File: src/rtl/spq_pkg.sv
// shared types and constants for the sorted priority queue
package spq_pkg;

    localparam int CAPACITY = 16;
    localparam int CNT_W    = $clog2(CAPACITY + 1);
    localparam int DATA_W   = 32;
    localparam int COUNT_W  = 5;

    typedef enum logic {
        OP_INSERT = 1'b0,
        OP_REMOVE = 1'b1
    } op_t;

    typedef enum logic [1:0] {
        ST_DONE      = 2'd0,
        ST_OVERFLOW  = 2'd1,
        ST_UNDERFLOW = 2'd2
    } status_t;

    typedef enum logic [1:0] {
        S_IDLE,
        S_EXEC,
        S_RESP
    } state_t;

    typedef struct packed {
        op_t                        op;
        logic signed [DATA_W-1:0]   value;
    } in_t;

    typedef struct packed {
        status_t                    status;
        logic signed [DATA_W-1:0]   removed_value;
        logic [COUNT_W-1:0]         entry_count;
    } out_t;

    // commands from the controller to the datapath
    typedef struct packed {
        logic       capture;
        logic       shift_in;
        logic       shift_out;
        logic       result_load;
        status_t    result_status;
    } cmd_t;

    // status from the datapath to the controller
    typedef struct packed {
        logic       op_remove;
        logic       full;
        logic       empty;
    } dp_stat_t;

endpackage

File: src/rtl/sorted_priority_queue_top.sv
// top level of the sorted priority queue
// result: valid in the response state, which follows the execute state after the accepting edge, and held until taken
// one transaction at a time in three steps (accept, compare-and-shift, result); no new accept until the result is taken
// the compare-and-shift step updates the cells of the sorted row together
// reset: synchronous active-low aresetn empties the queue and returns the controller to idle
// stored entries need no clearing; only entries below the fill count are ever read
module sorted_priority_queue_top (
    input  logic            aclk,
    input  logic            aresetn,
    // input transactions: insert or remove
    input  logic            s_valid,
    output logic            s_ready,
    input  spq_pkg::in_t    s_payload,
    // result transactions: status, removed value, entry count
    output logic            m_valid,
    input  logic            m_ready,
    output spq_pkg::out_t   m_payload
);

    // command and status between controller and datapath
    spq_pkg::cmd_t      cmd;
    spq_pkg::dp_stat_t  stat;

    // controller: idle -> execute -> hold result until taken
    spq_ctrl u_ctrl (
        .aclk    (aclk),
        .aresetn (aresetn),
        .s_valid (s_valid),
        .s_ready (s_ready),
        .m_valid (m_valid),
        .m_ready (m_ready),
        .stat    (stat),
        .cmd     (cmd)
    );

    // datapath: operand capture, sorted cell row, fill count, result register
    spq_dp u_dp (
        .aclk        (aclk),
        .aresetn     (aresetn),
        .in_payload  (s_payload),
        .cmd         (cmd),
        .stat        (stat),
        .out_payload (m_payload)
    );

endmodule

File: src/rtl/spq_ctrl.sv
// controller state machine for the sorted priority queue
module spq_ctrl (
    input  logic                aclk,
    input  logic                aresetn,
    input  logic                s_valid,
    output logic                s_ready,
    output logic                m_valid,
    input  logic                m_ready,
    input  spq_pkg::dp_stat_t   stat,
    output spq_pkg::cmd_t       cmd
);

    spq_pkg::state_t state_reg, state_next;

    always_ff @(posedge aclk) begin
        if (!aresetn) begin
            state_reg <= spq_pkg::S_IDLE;
        end else begin
            state_reg <= state_next;
        end
    end

    always_comb begin
        state_next        = state_reg;
        s_ready           = 1'b0;
        m_valid           = 1'b0;
        cmd.capture       = 1'b0;
        cmd.shift_in      = 1'b0;
        cmd.shift_out     = 1'b0;
        cmd.result_load   = 1'b0;
        cmd.result_status = spq_pkg::ST_DONE;
        unique case (state_reg)
            spq_pkg::S_IDLE: begin
                s_ready = 1'b1;
                if (s_valid) begin
                    cmd.capture = 1'b1;
                    state_next  = spq_pkg::S_EXEC;
                end
            end
            spq_pkg::S_EXEC: begin
                cmd.result_load = 1'b1;
                if (stat.op_remove) begin
                    if (stat.empty) begin
                        cmd.result_status = spq_pkg::ST_UNDERFLOW;
                    end else begin
                        cmd.shift_out = 1'b1;
                    end
                end else begin
                    if (stat.full) begin
                        cmd.result_status = spq_pkg::ST_OVERFLOW;
                    end else begin
                        cmd.shift_in = 1'b1;
                    end
                end
                state_next = spq_pkg::S_RESP;
            end
            spq_pkg::S_RESP: begin
                m_valid = 1'b1;
                if (m_ready) begin
                    state_next = spq_pkg::S_IDLE;
                end
            end
            default: begin
                state_next = spq_pkg::S_IDLE;
            end
        endcase
    end

endmodule

File: src/rtl/spq_dp.sv
// datapath for the sorted priority queue: row of compare-and-shift cells
module spq_dp (
    input  logic                aclk,
    input  logic                aresetn,
    input  spq_pkg::in_t        in_payload,
    input  spq_pkg::cmd_t       cmd,
    output spq_pkg::dp_stat_t   stat,
    output spq_pkg::out_t       out_payload
);

    spq_pkg::op_t                       op_reg;
    logic signed [spq_pkg::DATA_W-1:0]  value_reg;
    logic signed [spq_pkg::DATA_W-1:0]  entries_reg [spq_pkg::CAPACITY];
    logic signed [spq_pkg::DATA_W-1:0]  entries_next [spq_pkg::CAPACITY];
    logic [spq_pkg::CNT_W-1:0]          count_reg, count_next;
    logic [spq_pkg::CAPACITY-1:0]       at_or_past;
    spq_pkg::out_t                      out_reg;

    assign stat.op_remove = (op_reg == spq_pkg::OP_REMOVE);
    assign stat.full      = (count_reg == spq_pkg::CNT_W'(spq_pkg::CAPACITY));
    assign stat.empty     = (count_reg == '0);

    // per cell: the new value belongs here or before (entry greater, or empty cell)
    always_comb begin
        for (int i = 0; i < spq_pkg::CAPACITY; i++) begin
            at_or_past[i] = (spq_pkg::CNT_W'(i) >= count_reg) ||
                            (value_reg < entries_reg[i]);
        end
    end

    always_comb begin
        for (int i = 0; i < spq_pkg::CAPACITY; i++) begin
            entries_next[i] = entries_reg[i];
        end
        count_next = count_reg;
        if (cmd.shift_in) begin
            entries_next[0] = at_or_past[0] ? value_reg : entries_reg[0];
            for (int i = 1; i < spq_pkg::CAPACITY; i++) begin
                if (at_or_past[i]) begin
                    entries_next[i] = at_or_past[i-1] ? entries_reg[i-1] : value_reg;
                end
            end
            count_next = count_reg + spq_pkg::CNT_W'(1);
        end else if (cmd.shift_out) begin
            for (int i = 0; i < spq_pkg::CAPACITY - 1; i++) begin
                entries_next[i] = entries_reg[i+1];
            end
            count_next = count_reg - spq_pkg::CNT_W'(1);
        end
    end

    always_ff @(posedge aclk) begin
        if (!aresetn) begin
            count_reg <= '0;
        end else begin
            count_reg <= count_next;
        end
    end

    always_ff @(posedge aclk) begin
        if (cmd.capture) begin
            op_reg    <= in_payload.op;
            value_reg <= in_payload.value;
        end
        for (int i = 0; i < spq_pkg::CAPACITY; i++) begin
            entries_reg[i] <= entries_next[i];
        end
        if (cmd.result_load) begin
            out_reg.status        <= cmd.result_status;
            out_reg.removed_value <= cmd.shift_out ? entries_reg[0] : '0;
            out_reg.entry_count   <= spq_pkg::COUNT_W'(count_next);
        end
    end

    assign out_payload = out_reg;

    a_count_bound: assert property (@(posedge aclk) disable iff (!aresetn)
        count_reg <= spq_pkg::CNT_W'(spq_pkg::CAPACITY))
        else $error("entry count beyond capacity");

    a_no_insert_full: assert property (@(posedge aclk) disable iff (!aresetn)
        cmd.shift_in |-> !stat.full && !cmd.shift_out)
        else $error("insert while full");

    a_no_remove_empty: assert property (@(posedge aclk) disable iff (!aresetn)
        cmd.shift_out |-> !stat.empty)
        else $error("remove while empty");

    a_count_step: assert property (@(posedge aclk) disable iff (!aresetn)
        cmd.shift_in |=> count_reg == $past(count_reg) + spq_pkg::CNT_W'(1))
        else $error("count did not advance on insert");

    a_front_sorted: assert property (@(posedge aclk) disable iff (!aresetn)
        count_reg >= spq_pkg::CNT_W'(2) |-> entries_reg[0] <= entries_reg[1])
        else $error("front entries out of order");

endmodule
File: config.mk
export PLATFORM = sky130hd
export DESIGN_NAME = sorted_priority_queue_top
export DESIGN_NICKNAME = d
export VERILOG_FILES = /design/src/rtl/spq_pkg.sv /design/src/rtl/sorted_priority_queue_top.sv /design/src/rtl/spq_ctrl.sv /design/src/rtl/spq_dp.sv
export SDC_FILE = /design/constraint.sdc
export NUM_CORES = 2
export LEC_CHECK = 0
export ABC_AREA = 1
export BUFFER_PORTS_ARGS = -buffer_cell sky130_fd_sc_hd__buf_2
export CAP_MARGIN = 5
export CORE_ASPECT_RATIO = 1.75
export CORE_UTILIZATION = 65
export DETAILED_ROUTE_END_ITERATION = 10
export PLACE_DENSITY_LB_ADDON = 0.25
export SYNTH_ARGS = -nofsm -noshare
export SYNTH_HDL_FRONTEND = slang
export SYNTH_SLANG_ARGS = --single-unit
File: constraint.sdc
create_clock -name aclk -period 4.8 [get_ports aclk]
set_input_delay 0.96 -clock aclk [delete_from_list [all_inputs] [get_ports aclk]]
set_output_delay 0.96 -clock aclk [all_outputs]
set_load 0.01 [all_outputs]
Yosys cells after proc, flatten, opt, wreduce, memory -nomap -nowiden
Memories as Yosys holds them, arrays and structs flattened.
Index checks and enable logic that the tools add are counted.
Widths: inputs -> output; s select.
{"block": "totals", "reg_bits": 79, "ram_bits": 512, "inputBits": 37, "output_inout_bits": 41, "n_memories": 1}
{"name": "u_dp.entries_reg", "depth": 16, "width": 32, "read_ports": 16, "rd_ports_with_merged_regs": 0, "wr": 16, "line_no": "spq_dp.sv:13", "text": "logic signed [spq_pkg::DATA_W-1:0] entries_reg [spq_pkg::CAPACITY];"}
{"block": "op_classes", "add_sub_neg": 2, "n_lt_le_gt_ge": 32, "eq_ne": 5, "n_mux": 51, "reduce_logical": 19}
{"cell": "$mux 32", "count": 32}
{"cell": "$mux 480", "count": 2}
{"cell": "$lt 32x32->1", "count": 16}
{"cell": "$ge 4x5->1 const A", "count": 8}
{"cell": "$ge 3x5->1 const A", "count": 4}
{"cell": "$logic_or 1x1->1", "count": 16}
{"cell": "$mux 5", "count": 3}
{"cell": "$ge 1x5->1 const A", "count": 2}
{"cell": "$ge 2x5->1 const A", "count": 2}
{"cell": "$mux 1", "count": 9}
{"cell": "$mux 2", "count": 4}
{"cell": "$pmux 2 s3", "count": 1}
{"cell": "$add 5x1->5 const B", "count": 1}
{"cell": "$eq 5x5->1 const B", "count": 1}
{"cell": "$logic_not 5->1", "count": 1}
{"cell": "$sub 5x1->5 const B", "count": 1}
{"cell": "$ne 2x2->1 const B", "count": 2}
{"cell": "$eq 2x1->1 const B", "count": 1}
{"cell": "$eq 2x2->1 const B", "count": 1}
{"cell": "$logic_not 2->1", "count": 1}
{"cell": "$reduce_and 2->1", "count": 1}

Depth between registers and ports, before layout
{"block": "logic_depth", "ltp_word": 6, "depth_mapped": 20, "depth_no_buf": 19}

Hierarchy
Synthesis repeated with hierarchy kept, for this count alone.
{"block": "unflattened", "hier_cells": 5508, "hier_area_um2": 42035.3}
{"module": "spq_dp", "instances": 1, "cells_per_inst": 5485, "area_each_um2": 41888.9, "seq_area_each_um2": 17636.9}
{"module": "spq_ctrl", "instances": 1, "cells_per_inst": 23, "area_each_um2": 146.4, "seq_area_each_um2": 40.0}

Least setup slack after synthesis
Ideal clock, no wire load.
{"block": "synth_timing", "path_kind": "register -> register", "startpoint": "reg u_ctrl.state_reg[0] (netlist name)", "endpoint": "mem u_dp.entries_reg[7][32] (netlist bit), enable pin", "setup_ns": 0.422, "t_arrival_ns": 3.730, "required_ns": 4.378, "setup_slack_ns": 0.648, "stages_incl_launch_ff": 8, "period_less_slack_ns": 4.152, "cell_sequence": "dfxtp_1 > inv_2 > nor2_2 > inv_2 > nor3_4 > inv_2 > clkbuf_1 > nor2_1"}
{"item": "end, declared", "line_no": "spq_dp.sv:13"}

==> flow_metrics.env <==
export IMPL_ios=78
export IMPL_gp_congestion=0.919
export IMPL_final_nets=5996
export IMPL_drv_cap=0
export IMPL_vias_per_cell=5.55
export IMPL_p_per_area_nw_per_um2=292
export IMPL_largest_reg_flops=512
export IMPL_fin_crit_sh_pct=85.8
export IMPL_cts_setup_buffers=0
export IMPL_rsz0062_at_grt="false"
export IMPL_hpwl_um=77700
export IMPL_clock_sinks=591
export IMPL_post_cts_resized=0
export IMPL_clockBufferDepth=3
export IMPL_cts_root_buf="clkbuf_16"
export IMPL_coreArea_um2=62500
export IMPL_io_buffers=77
export IMPL_status="finished with violations"
export IMPL_drt_pass1_iterations=11
export IMPL_grt_overflow=0
export IMPL_synth_nets=5982
export IMPL_syn_inst=5444
export IMPL_wl_per_cell_um=16.4
export IMPL_critical_path_class="flip-flop to flip-flop"
export IMPL_die_x_um=193
export IMPL_rows=121
export IMPL_die_area_um2=64600
export IMPL_synth_flop_cell="edfxtp_1"
export IMPL_postSynthAreaPerCell_um2=7.59
export IMPL_setup_violations=0
export IMPL_cp_max_fo=33
export IMPL_cp_end_kind="flip-flop"
export IMPL_antenna_found_initial=0
export IMPL_first_iter_violations=2309
export IMPL_synth_cell_type_count=36
export IMPL_violations="design-rule violations"
export IMPL_area_growth_pct=7.42
export IMPL_clk_latency_ps=640
export IMPL_dpl_cell_area_um2=42500
export IMPL_layout_drive_gt1_share_pct=4.36
export IMPL_grt_pass1_wl_um=169000
export IMPL_power_leakage_nw=25.5
export IMPL_numCtsBuffers=56
export IMPL_start_util_pct=66.1
export IMPL_hold_viol=0
export IMPL_post_route_cell_area_um2=44400
export IMPL_htreeDepth=2
export IMPL_vdd_drop_max_mv=0.322
export IMPL_n_antenna_cell=0
export IMPL_fin_setup_tns_ps=0
export IMPL_grt_usage_pct=32.6
export IMPL_hold_ws_ps=489
export IMPL_holdPathStages=1
export IMPL_clock_skew_final_ps=12.3
export IMPL_holdBufCountCts=0
export IMPL_r2r_cells=13
export IMPL_drtAntennaViolNets=0
export IMPL_cp_required_ps=5090
export IMPL_slew_viol_final=0
export IMPL_ys_seq_area_share_pct=42.8
export IMPL_num_vias=34900
export IMPL_cts_tree="done"
export IMPL_relSlewSlack_pct=38.1
export IMPL_hold_class="primary input to flip-flop"
export IMPL_worstMarginPinSlew_ps=929
export IMPL_fin_crit_ps=4120
export IMPL_grt_max_degree=96
export IMPL_syn_cell_area_um2=41300
export IMPL_routed_wl_um=103000
export IMPL_ys_async_sr_fraction_pct=0
export IMPL_clkTransAtPathRegs_ps=70
export IMPL_crit_arrival_ps=4410
export IMPL_finish_utilization_pct=71.0
export IMPL_drc=14
export IMPL_timing_fmax_ghz=0.243
export IMPL_synth_edf_count=584
export IMPL_grt_pass1_vias=35600
export IMPL_die_h_um=336
export IMPL_critPathLaunchType="flip-flop"
export IMPL_ys_warnings_count=0
export IMPL_ys_ff_latch=591
-- final timing paths --
check / start / end / slack (ps)
setup / recovery: u_dp.value_reg[31]$_DFFE_PP_ / u_dp.entries_reg[5][32]$_DFFE_PP_ / 680
hold / removal: s_payload[22] / u_dp.value_reg[22]$_DFFE_PP_ / 490
setup reg to reg: u_dp.value_reg[31]$_DFFE_PP_ / u_dp.entries_reg[5][32]$_DFFE_PP_ / 680
hold reg to reg: u_dp.entries_reg[3][56]$_DFFE_PP_ / u_dp.entries_reg[3][24]$_DFFE_PP_ / 540
-- cells by family (layout without fill, tap and decap cells) --
family	count (synthesis)	after routing	synth area share (%)
adders and majority gates	501	501	15.2
xor gates and xnor gates	3	3	0.0636
DFF	591	591	42.8
AOI/OAI and AO/OA	372	372	4.76
and+or+nand+nor	3166	3166	29.7
buffers and inverters	811	870	7.54
-- metrics by stage --
stage               total power, mW  setup slack (ps)  cells
floorplan                      7.72               648   5444
finish                         13.0               684   6302
global placement               8.23               910   6199
CTS                            13.0               791   6302
detailed placement             8.33               806   6199
global route                   13.5               474   6302
-- critical path, cell delays in order (launching register included) --
cell      delay [ps]
edfxtp_1         740
ha_1             570
nand2_1          130
nor2_1           140
nor3b_1          590
nor3b_1          270
nand2_1          100
nand2_1           70
nand2_1           60
nand3_1           60
buf_4            340
nand2_1          130
nand2_1           90
buf_4            430
-- final cells by class --
type,instances,area [um2]
Fill cell,5166,18100
Inverter,620,2330
Sequential cell,591,17700
Tap cell,799,1000
Clock buffer,69,1470
Timing Repair Buffer,147,973
Multi-Input combinational cell,4042,20600
Clock inverter,34,379
-- layout by cell type, fill, tap and decap left out, types with 2 or more instances in the layout --
cell type	n
buf_4	65
clkinv_1	13
clkbuf_16	57
nand3b_1	2
clkinv_2	12
nor2_1	167
a211oi_1	3
nand3_2	3
nand4_1	67
nor4_1	9
o21a_1	4
buf_12	5
edfxtp_1	584
dfxtp_1	7
nand2_1	2813
a21o_1	12
clkbuf_1	12
o22ai_1	2
bufinv_16	9
inv_1	614
nand3_1	64
o221ai_1	2
and3_1	4
nor3b_1	9
nor3_1	23
o21ai_0	91
a21oi_1	237
ha_1	501
inv_2	5
o211ai_1	15
buf_2	77
xor2_1	3
-- routing by layer --
layer / vias up / global-route usage [%] / routed length (um)
li1: 17400 / - / -
met1: 16100 / 35.9 / 39100
met2: 1092 / 59.9 / 53900
met3: 344 / 3.40 / 4750
met4: 0 / 18.4 / 5540
met5: - / 0 / 0
-- Yosys cell counts (2+ instances only) --
cell | number | share of area (%)
nand2_1 | 2813 | 26
inv_1 | 614 | 5.6
edfxtp_1 | 584 | 42
ha_1 | 501 | 15
a21oi_1 | 237 | 2.9
nor2_1 | 168 | 1.5
clkbuf_1 | 131 | 1.2
o21ai_0 | 91 | 1.1
nand4_1 | 67 | 1.0
nand3_1 | 65 | 0.79
buf_2 | 54 | 0.65
nor3_1 | 24 | 0.29
o211ai_1 | 15 | 0.27
a21o_1 | 12 | 0.22
nor3b_1 | 9 | 0.16
nor4_1 | 9 | 0.14
dfxtp_1 | 7 | 0.34
inv_2 | 6 | 0.054
buf_1 | 5 | 0.045
and3_1 | 4 | 0.061
o21a_1 | 4 | 0.073
a211oi_1 | 3 | 0.054
xor2_1 | 3 | 0.064
nand3_2 | 2 | 0.048
nand3b_1 | 2 | 0.036
o21ai_1 | 2 | 0.024
o221ai_1 | 2 | 0.042
o22ai_1 | 2 | 0.030
-- report_power, final --
group	internal, mW	switching, mW	total (mW)	leakage [nW]
clock	2.65	2.05	4.70	0.911
sequential	5.99	0.214	6.20	5.43
combinational	0.707	1.35	2.05	19.2
total	9.34	3.61	13.0	25.5
Power figures use the tool's default switching activity.
